[src/rtl/olst_pkg.sv]
package olst_pkg;

    typedef enum logic [1:0] {
        REQ_INS_FRONT = 2'd0,
        REQ_INS_BACK  = 2'd1,
        REQ_REMOVE    = 2'd2,
        REQ_DUMP      = 2'd3
    } req_type_t;

    typedef enum logic [2:0] {
        ST_DONE      = 3'd0,
        ST_FULL      = 3'd1,
        ST_NOT_FOUND = 3'd2,
        ST_ELEMENT   = 3'd3,
        ST_EMPTY     = 3'd4
    } status_t;

    typedef struct packed {
        req_type_t          req_type;
        logic signed [31:0] value;
    } req_t;

    typedef struct packed {
        status_t            status;
        logic signed [31:0] element;
        logic               last;
    } rsp_t;

    // Commands from the controller to the datapath.
    typedef struct packed {
        logic    load;
        logic    wr_front;
        logic    wr_back;
        logic    idx_inc;
        logic    rd_en;
        logic    rd_nxt;
        logic    sh_wr;
        logic    cnt_dec;
        logic    emit;
        status_t emit_status;
        logic    emit_elem;
        logic    emit_last;
    } cmd_t;

    // Status from the datapath back to the controller.
    typedef struct packed {
        req_type_t req_type;
        logic      count_zero;
        logic      full;
        logic      idx_last;
        logic      next_last;
        logic      match;
        logic      out_free;
    } stat_t;

endpackage

[src/rtl/ordered_list_store.sv]
// Insert: the request is accepted in idle, then dispatched, and the result is registered; no new
// request is taken until the controller is back in idle. Remove: dispatch, a read and a compare per
// entry compared, a read and a write per entry shifted, then the result (at dispatch if empty).
// Dump: dispatch, then a read and an output per element; an empty list is answered at dispatch.
// A result still held by the receiver stalls the controller until it is taken.
// Reset (synchronous, active low) empties the list at once; stored values are not cleared.
module ordered_list_store #(
    parameter int CAPACITY = 16
) (
    input  logic           aclk,
    input  logic           aresetn,
    input  logic           s_valid,
    output logic           s_ready,
    input  olst_pkg::req_t s_data,
    output logic           m_valid,
    input  logic           m_ready,
    output olst_pkg::rsp_t m_data
);

    olst_pkg::cmd_t  cmd;
    olst_pkg::stat_t stat;

    olst_ctrl u_ctrl (
        .aclk    (aclk),
        .aresetn (aresetn),
        .s_valid (s_valid),
        .s_ready (s_ready),
        .stat    (stat),
        .cmd     (cmd)
    );

    olst_dp #(
        .CAPACITY (CAPACITY)
    ) u_dp (
        .aclk    (aclk),
        .aresetn (aresetn),
        .s_data  (s_data),
        .cmd     (cmd),
        .stat    (stat),
        .m_valid (m_valid),
        .m_ready (m_ready),
        .m_data  (m_data)
    );

endmodule

[src/rtl/olst_dp.sv]
module olst_dp #(
    parameter int CAPACITY = 16
) (
    input  logic             aclk,
    input  logic             aresetn,
    input  olst_pkg::req_t   s_data,
    input  olst_pkg::cmd_t   cmd,
    output olst_pkg::stat_t  stat,
    output logic             m_valid,
    input  logic             m_ready,
    output olst_pkg::rsp_t   m_data
);

    localparam int IW = $clog2(CAPACITY);
    localparam int CW = $clog2(CAPACITY + 1);
    localparam logic [IW:0] CAP_X = (IW + 1)'(CAPACITY);

    logic [31:0] mem [CAPACITY];

    logic [IW-1:0] head_reg, head_next;
    logic [CW-1:0] count_reg, count_next;
    logic [IW-1:0] idx_reg, idx_next;
    olst_pkg::req_type_t req_type_reg;
    logic [31:0] value_reg;
    logic [31:0] rdata_reg;
    logic m_valid_reg, m_valid_next;
    olst_pkg::rsp_t m_data_reg, m_data_next;

    logic [IW:0]   cur_sum, nxt_sum, back_sum;
    logic [IW-1:0] cur_addr, nxt_addr, back_addr, front_addr, rd_addr, wr_addr;
    logic [31:0]   wr_data;
    logic          wr_en;
    logic          out_free;

    // Logical position to physical slot in the circular store.
    always_comb begin
        cur_sum  = {1'b0, head_reg} + {1'b0, idx_reg};
        nxt_sum  = {1'b0, head_reg} + {1'b0, idx_reg} + (IW + 1)'(1);
        back_sum = {1'b0, head_reg} + (IW + 1)'(count_reg);
        cur_addr  = (cur_sum >= CAP_X) ? IW'(cur_sum - CAP_X) : cur_sum[IW-1:0];
        nxt_addr  = (nxt_sum >= CAP_X) ? IW'(nxt_sum - CAP_X) : nxt_sum[IW-1:0];
        back_addr = (back_sum >= CAP_X) ? IW'(back_sum - CAP_X) : back_sum[IW-1:0];
        front_addr = (head_reg == '0) ? IW'(CAPACITY - 1) : head_reg - IW'(1);
        rd_addr = cmd.rd_nxt ? nxt_addr : cur_addr;
    end

    always_comb begin
        wr_en   = cmd.wr_front | cmd.wr_back | cmd.sh_wr;
        wr_addr = cur_addr;
        wr_data = rdata_reg;
        if (cmd.wr_front) begin
            wr_addr = front_addr;
            wr_data = value_reg;
        end else if (cmd.wr_back) begin
            wr_addr = back_addr;
            wr_data = value_reg;
        end
    end

    always_ff @(posedge aclk) begin
        if (wr_en) begin
            mem[wr_addr] <= wr_data;
        end
        if (cmd.rd_en) begin
            rdata_reg <= mem[rd_addr];
        end
        if (cmd.load) begin
            req_type_reg <= s_data.req_type;
            value_reg    <= s_data.value;
        end
    end

    assign out_free = !m_valid_reg || m_ready;

    always_comb begin
        head_next  = cmd.wr_front ? front_addr : head_reg;
        count_next = count_reg;
        if (cmd.wr_front || cmd.wr_back) begin
            count_next = count_reg + CW'(1);
        end else if (cmd.cnt_dec) begin
            count_next = count_reg - CW'(1);
        end
        idx_next = idx_reg;
        if (cmd.load) begin
            idx_next = '0;
        end else if (cmd.idx_inc) begin
            idx_next = idx_reg + IW'(1);
        end
        m_valid_next = m_valid_reg;
        m_data_next  = m_data_reg;
        if (cmd.emit) begin
            m_valid_next        = 1'b1;
            m_data_next.status  = cmd.emit_status;
            m_data_next.element = cmd.emit_elem ? rdata_reg : '0;
            m_data_next.last    = cmd.emit_last;
        end else if (m_ready) begin
            m_valid_next = 1'b0;
        end
    end

    always_ff @(posedge aclk) begin
        if (!aresetn) begin
            head_reg    <= '0;
            count_reg   <= '0;
            idx_reg     <= '0;
            m_valid_reg <= 1'b0;
        end else begin
            head_reg    <= head_next;
            count_reg   <= count_next;
            idx_reg     <= idx_next;
            m_valid_reg <= m_valid_next;
        end
    end

    always_ff @(posedge aclk) begin
        m_data_reg <= m_data_next;
    end

    always_comb begin
        stat.req_type   = req_type_reg;
        stat.count_zero = (count_reg == '0);
        stat.full       = (count_reg == CW'(CAPACITY));
        stat.idx_last   = ((CW + 1)'(idx_reg) + (CW + 1)'(1)) == (CW + 1)'(count_reg);
        stat.next_last  = ((CW + 1)'(idx_reg) + (CW + 1)'(2)) == (CW + 1)'(count_reg);
        stat.match      = (rdata_reg == value_reg);
        stat.out_free   = out_free;
    end

    assign m_valid = m_valid_reg;
    assign m_data  = m_data_reg;

    a_count_range: assert property (@(posedge aclk) disable iff (!aresetn)
        count_reg <= CW'(CAPACITY))
        else $error("entry count exceeds capacity");

    a_head_range: assert property (@(posedge aclk) disable iff (!aresetn)
        head_reg < IW'(CAPACITY - 1) || head_reg == IW'(CAPACITY - 1))
        else $error("head pointer out of range");

    a_emit_free: assert property (@(posedge aclk) disable iff (!aresetn)
        cmd.emit |-> out_free)
        else $error("result register overwritten before it was taken");

    a_ins_not_full: assert property (@(posedge aclk) disable iff (!aresetn)
        (cmd.wr_front || cmd.wr_back) |-> count_reg != CW'(CAPACITY))
        else $error("insert into a full list");

endmodule

[src/rtl/olst_ctrl.sv]
module olst_ctrl (
    input  logic            aclk,
    input  logic            aresetn,
    input  logic            s_valid,
    output logic            s_ready,
    input  olst_pkg::stat_t stat,
    output olst_pkg::cmd_t  cmd
);

    typedef enum logic [9:0] {
        S_IDLE     = 10'b00_0000_0001,
        S_DISPATCH = 10'b00_0000_0010,
        S_RM_RD    = 10'b00_0000_0100,
        S_RM_CMP   = 10'b00_0000_1000,
        S_SH_RD    = 10'b00_0001_0000,
        S_SH_WR    = 10'b00_0010_0000,
        S_RM_DONE  = 10'b00_0100_0000,
        S_RM_MISS  = 10'b00_1000_0000,
        S_D_RD     = 10'b01_0000_0000,
        S_D_OUT    = 10'b10_0000_0000
    } state_t;

    state_t state_reg, state_next;

    assign s_ready = (state_reg == S_IDLE);

    always_comb begin
        state_next      = state_reg;
        cmd             = '0;
        cmd.emit_status = olst_pkg::ST_DONE;
        unique case (state_reg)
            S_IDLE: begin
                if (s_valid) begin
                    cmd.load   = 1'b1;
                    state_next = S_DISPATCH;
                end
            end
            S_DISPATCH: begin
                if (stat.out_free) begin
                    unique case (stat.req_type)
                        olst_pkg::REQ_INS_FRONT, olst_pkg::REQ_INS_BACK: begin
                            cmd.emit      = 1'b1;
                            cmd.emit_last = 1'b1;
                            if (stat.full) begin
                                cmd.emit_status = olst_pkg::ST_FULL;
                            end else begin
                                cmd.wr_front = (stat.req_type == olst_pkg::REQ_INS_FRONT);
                                cmd.wr_back  = (stat.req_type == olst_pkg::REQ_INS_BACK);
                            end
                            state_next = S_IDLE;
                        end
                        olst_pkg::REQ_REMOVE: begin
                            if (stat.count_zero) begin
                                cmd.emit        = 1'b1;
                                cmd.emit_last   = 1'b1;
                                cmd.emit_status = olst_pkg::ST_NOT_FOUND;
                                state_next      = S_IDLE;
                            end else begin
                                state_next = S_RM_RD;
                            end
                        end
                        olst_pkg::REQ_DUMP: begin
                            if (stat.count_zero) begin
                                cmd.emit        = 1'b1;
                                cmd.emit_last   = 1'b1;
                                cmd.emit_status = olst_pkg::ST_EMPTY;
                                state_next      = S_IDLE;
                            end else begin
                                state_next = S_D_RD;
                            end
                        end
                        default: state_next = S_IDLE;
                    endcase
                end
            end
            S_RM_RD: begin
                cmd.rd_en  = 1'b1;
                state_next = S_RM_CMP;
            end
            S_RM_CMP: begin
                if (stat.match) begin
                    state_next = stat.idx_last ? S_RM_DONE : S_SH_RD;
                end else if (stat.idx_last) begin
                    state_next = S_RM_MISS;
                end else begin
                    cmd.idx_inc = 1'b1;
                    state_next  = S_RM_RD;
                end
            end
            S_SH_RD: begin
                cmd.rd_en  = 1'b1;
                cmd.rd_nxt = 1'b1;
                state_next = S_SH_WR;
            end
            S_SH_WR: begin
                // Move the following entry up one place to close the gap.
                cmd.sh_wr   = 1'b1;
                cmd.idx_inc = 1'b1;
                state_next  = stat.next_last ? S_RM_DONE : S_SH_RD;
            end
            S_RM_DONE: begin
                if (stat.out_free) begin
                    cmd.cnt_dec   = 1'b1;
                    cmd.emit      = 1'b1;
                    cmd.emit_last = 1'b1;
                    state_next    = S_IDLE;
                end
            end
            S_RM_MISS: begin
                if (stat.out_free) begin
                    cmd.emit        = 1'b1;
                    cmd.emit_last   = 1'b1;
                    cmd.emit_status = olst_pkg::ST_NOT_FOUND;
                    state_next      = S_IDLE;
                end
            end
            S_D_RD: begin
                cmd.rd_en  = 1'b1;
                state_next = S_D_OUT;
            end
            S_D_OUT: begin
                if (stat.out_free) begin
                    cmd.emit        = 1'b1;
                    cmd.emit_status = olst_pkg::ST_ELEMENT;
                    cmd.emit_elem   = 1'b1;
                    cmd.emit_last   = stat.idx_last;
                    if (stat.idx_last) begin
                        state_next = S_IDLE;
                    end else begin
                        cmd.idx_inc = 1'b1;
                        state_next  = S_D_RD;
                    end
                end
            end
            default: state_next = S_IDLE;
        endcase
    end

    always_ff @(posedge aclk) begin
        if (!aresetn) begin
            state_reg <= S_IDLE;
        end else begin
            state_reg <= state_next;
        end
    end

    a_emit_last_idle: assert property (@(posedge aclk) disable iff (!aresetn)
        (cmd.emit && cmd.emit_last) |=> state_reg == S_IDLE)
        else $error("final result emitted without returning to idle");

    a_load_dispatch: assert property (@(posedge aclk) disable iff (!aresetn)
        cmd.load |=> state_reg == S_DISPATCH)
        else $error("accepted request not dispatched");

    a_no_double_write: assert property (@(posedge aclk) disable iff (!aresetn)
        $countones({cmd.wr_front, cmd.wr_back, cmd.sh_wr}) <= 1)
        else $error("conflicting store writes");

endmodule

[config.mk]
export PLATFORM = sky130hd
export DESIGN_NAME = ordered_list_store
export DESIGN_NICKNAME = d
export VERILOG_FILES = /design/src/rtl/olst_pkg.sv /design/src/rtl/ordered_list_store.sv /design/src/rtl/olst_dp.sv /design/src/rtl/olst_ctrl.sv
export SDC_FILE = /design/constraint.sdc
export NUM_CORES = 1
export LEC_CHECK = 0
export CAP_MARGIN = 20
export CORE_MARGIN = 1.5
export CORE_UTILIZATION = 40
export CTS_BUF_LIST = sky130_fd_sc_hd__clkbuf_2
export DETAILED_ROUTE_END_ITERATION = 10
export DONT_BUFFER_PORTS = 1
export GPL_ROUTABILITY_DRIVEN = 0
export PLACE_DENSITY = 0.62
export RECOVER_POWER = 100
export SYNTH_ARGS = -nofsm -noshare
export SYNTH_HDL_FRONTEND = slang
export SYNTH_HIERARCHICAL = 1
export SYNTH_SLANG_ARGS = --single-unit
[constraint.sdc]
create_clock -name aclk -period 8.2 [get_ports aclk]
set_clock_uncertainty 0.1 [all_clocks]
set_input_delay 1.64 -clock aclk [delete_from_list [all_inputs] [get_ports aclk]]
set_output_delay 1.64 -clock aclk [all_outputs]
set_load 0.02 [all_outputs]
==> metrics.md <==
| Metric | Value |
|---|---|
| Status | `complete, but fails checks` |
| Failing checks | `capacitance limit, slew limit` |
| Startpoint Class | `flip-flop` |
| Number of flip-flops in the largest register | `512` |
| Clock Tree Buf Depth | `3` |
| Post-synth ARST share | `0%` |
| Cells after Synth | `~2100` |
| Largest stage delay on the critical path | `between 1 and 1.5 ns` |
| RSZ-0062 raised after global routing | `false` |
| Number of max-cap violations | `11` |
| Min-delay src | `s_data[24]` |
| Vias per inst | `approximately 5.9` |
| Flops & latches, synth | `around 640` |
| Core Area | `~75000 um2` |
| Worst Hold Path EP | `u_dp/value_reg[24]` |
| Area Overhead vs Synth | `8.06%` |
| Final core occ | `a little over two fifths` |
| Initial DRC Count | `between 1500 and 2000` |
| Tcrit/Tclk final | `between 70% and 80%` |
| Crit path DAT | `between 7 and 8 ns` |
| Share of layout cells above drive strength 1 | `14.6%` |
| Post-DRT Antenna Nets | `0` |
| Antenna violations before repair | `5` |
| # DRC | `0` |
| Hold buffer count at cts | `0` |
| Per-instance average area after synthesis | `~14 um2` |
| Post-synth EDFFs | `about 610` |
| Port bufs | `0` |
| Hold path depth | `0` |
| Num CTS Buffers | `around 170` |
| Syn_nets | `between 2000 and 2500` |
| Sequential fraction of the synthesis area | `between 60 and 70%` |
| Nets | `roughly 2200` |
| Max-slew violations | `a little over 300` |
| First-pass GRT wire length | `120 mm` |
| Slew margin rel. | `-114%` |
| Critical-path cell list | `nor4_1, and2_0, nand2_1, nor2_1, and4bb_1, or2_2, inv_1, o21ai_0, o311a_1, nor2_4, clkbuf_1` |
| R2R Setup Slk | `1.78 ns` |
| Crit path time final | `6.42 ns` |
| CTS tree | `done` |
| Endpoint type of the worst setup path | `flip-flop` |
| HPWL Detailed | `approximately 47 mm` |
| DR pass1 iterations | `5` |
| R2R depth | `11` |
| H-tree levels | `4` |
| Final hold viol count | `0` |
| Final Setup Violations | `0` |
| FMAX | `roughly 160 MHz` |
| Clk sinks | `about 640` |
| Die H | `approximately 280 um` |
| Synth Warn # | `6` |
| Grt total ovfl | `0` |
| Required @ worst endpoint | `between 9 and 10 ns` |
| Total Die Area | `77600 um2` |
| I/O pin count | `76` |
| Post-CTS Setup Repair Bufs | `0` |
| CP delay by family, top | `buffers and inverters` |
| Synthesized area | `roughly 30000 um2` |
| Primary FF master, synth | `edfxtp_1` |
| Clk pin slew, worst setup/hold paths | `about 0.10 ns` |
| Routed len/inst | `around 25 um` |
| Buf/Inv on CP | `2` |
| Worst path slowest cell | `inv_1` |
| WS Path Type | `reg -> reg` |
| Post-CTS Resized | `0` |
| Num rows | `100` |
| Die X-Extent | `around 280 um` |
| Hold WC Path Type | `in -> reg` |
| Worst Path Max Fanout | `38` |
| Worst-margin pin slew | `3.20 ns` |
| Final Routed Wirelength | `between 80 and 90 mm` |
| FF-to-FF Start | `u_ctrl/state_reg[7]` |
| Post-synth cell types | `between 80 and 90` |
| Initial Util | `between 40% and 50%` |
| Leak Pwr | `approximately 9.7 nW` |
| Worst-skew pair later-pin latency | `about 1.4 ns` |
| Gr usage total | `between 20% and 30%` |
| VDD IR max | `about 100 uV` |
| Clock root buffer | `clkbuf_2` |
| Fin Setup TNS | `0 ns` |
| Largest net degree at the start of global routing | `between 100 and 150` |
| Vias | `19300` |
| P per Cell Area | `roughly 180 nW/um2` |
| FF-to-FF End | `u_dp/mem[9][16]` |
| Vias in the first global route | `about 19000` |
cells in the mapped netlist (31+ instances only):
library cell	instances	area (um2)
nand2_1	120	450
xor2_1	42	368
clkbuf_1	46	173
or3_1	31	194
edfxtp_1	614	18400
mux2i_1	538	5390
o221ai_1	63	552
nor2_1	47	176
buf_2	65	325
o32ai_1	31	272
o22ai_1	192	1200
and2_1	40	250
logic make-up after synthesis:
group,count (synthesis),share of synthesized area [%]
buf+inv,170,2.98
fa+ha+maj,16,0.734
compound gates,383,8.67
simple gates,323,5.61
mux,541,17.8
xor+xnor,61,1.85
flops,638,62.3
worst max-delay path by stage:
stage | end | cells after the start | slack, ns | start
5_1_grt | u_dp/mem[9][16] | 11 | 1.58 | u_ctrl/state_reg[9]
4_1_cts | u_dp/mem[9][16] | 9 | 3.19 | u_dp/count_reg[1]
2_1_floorplan | u_dp/mem[13][0] | 11 | 2.96 | m_ready
3_3_place_gp | u_dp/mem[15][8] | 7 | 2.26 | m_ready
3_5_place_dp | u_dp/mem[9][24] | 8 | 2.31 | m_ready
6_report | u_dp/mem[9][16] | 11 | 1.78 | u_ctrl/state_reg[7]
placed cells by master, fill, tap and decap left out, types with 11 or more instances in the layout:
cell	count
clkinv_1	26
clkbuf_2	247
dfxtp_1	24
inv_1	16
o21ai_1	11
o22ai_1	192
mux2i_1	538
o21ai_0	34
nor2_1	40
and2_0	29
o221ai_1	63
xor2_1	41
ha_1	13
nand2_1	121
xnor2_1	17
a21oi_1	16
o32ai_1	31
buf_4	19
edfxtp_1	614
or3_1	31
buf_12	13
through the flow:
step	total power [mW]	hold slack, ns	instance area [um2]	worst slack (ns)	cells
after floorplan	3.78	0.415	30400	2.96	2132
after global placement	3.85	0.470	31200	2.26	2976
after detailed placement	3.85	0.467	31400	2.31	2987
after CTS	6.06	0.0578	32900	3.19	3278
after global routing	6.25	0.0389	32800	1.58	3284
final	5.98	0.249	32800	1.78	3285
routing by layer:
metal	track usage (%)	wire, um	vias to the layer above
met1	27.8	35300	9763
li1	-	-	8646
met5	0	30	-
met2	32.4	37500	730
met3	5.95	6810	140
met4	8.12	2000	4
report_power, final:
group          internal [mW]  total [mW]  leakage [nW]  switching (mW)
registers               3.56        3.60          5.69          0.0302
clock network          0.872        2.20          1.14            1.33
logic                 0.0587       0.181          2.92           0.122
layout make-up:
type                       instances  area [um2]
inverter                          16        60.1
clock inverter                    44         265
fill                            6768       42000
timing repair buffer              40         480
clock buffer                     247        1240
sequential                       638       18900
antenna                            7        17.5
multi-input combinational       1324       10600
tap                              969        1210
Power figures use the tool's default switching activity.
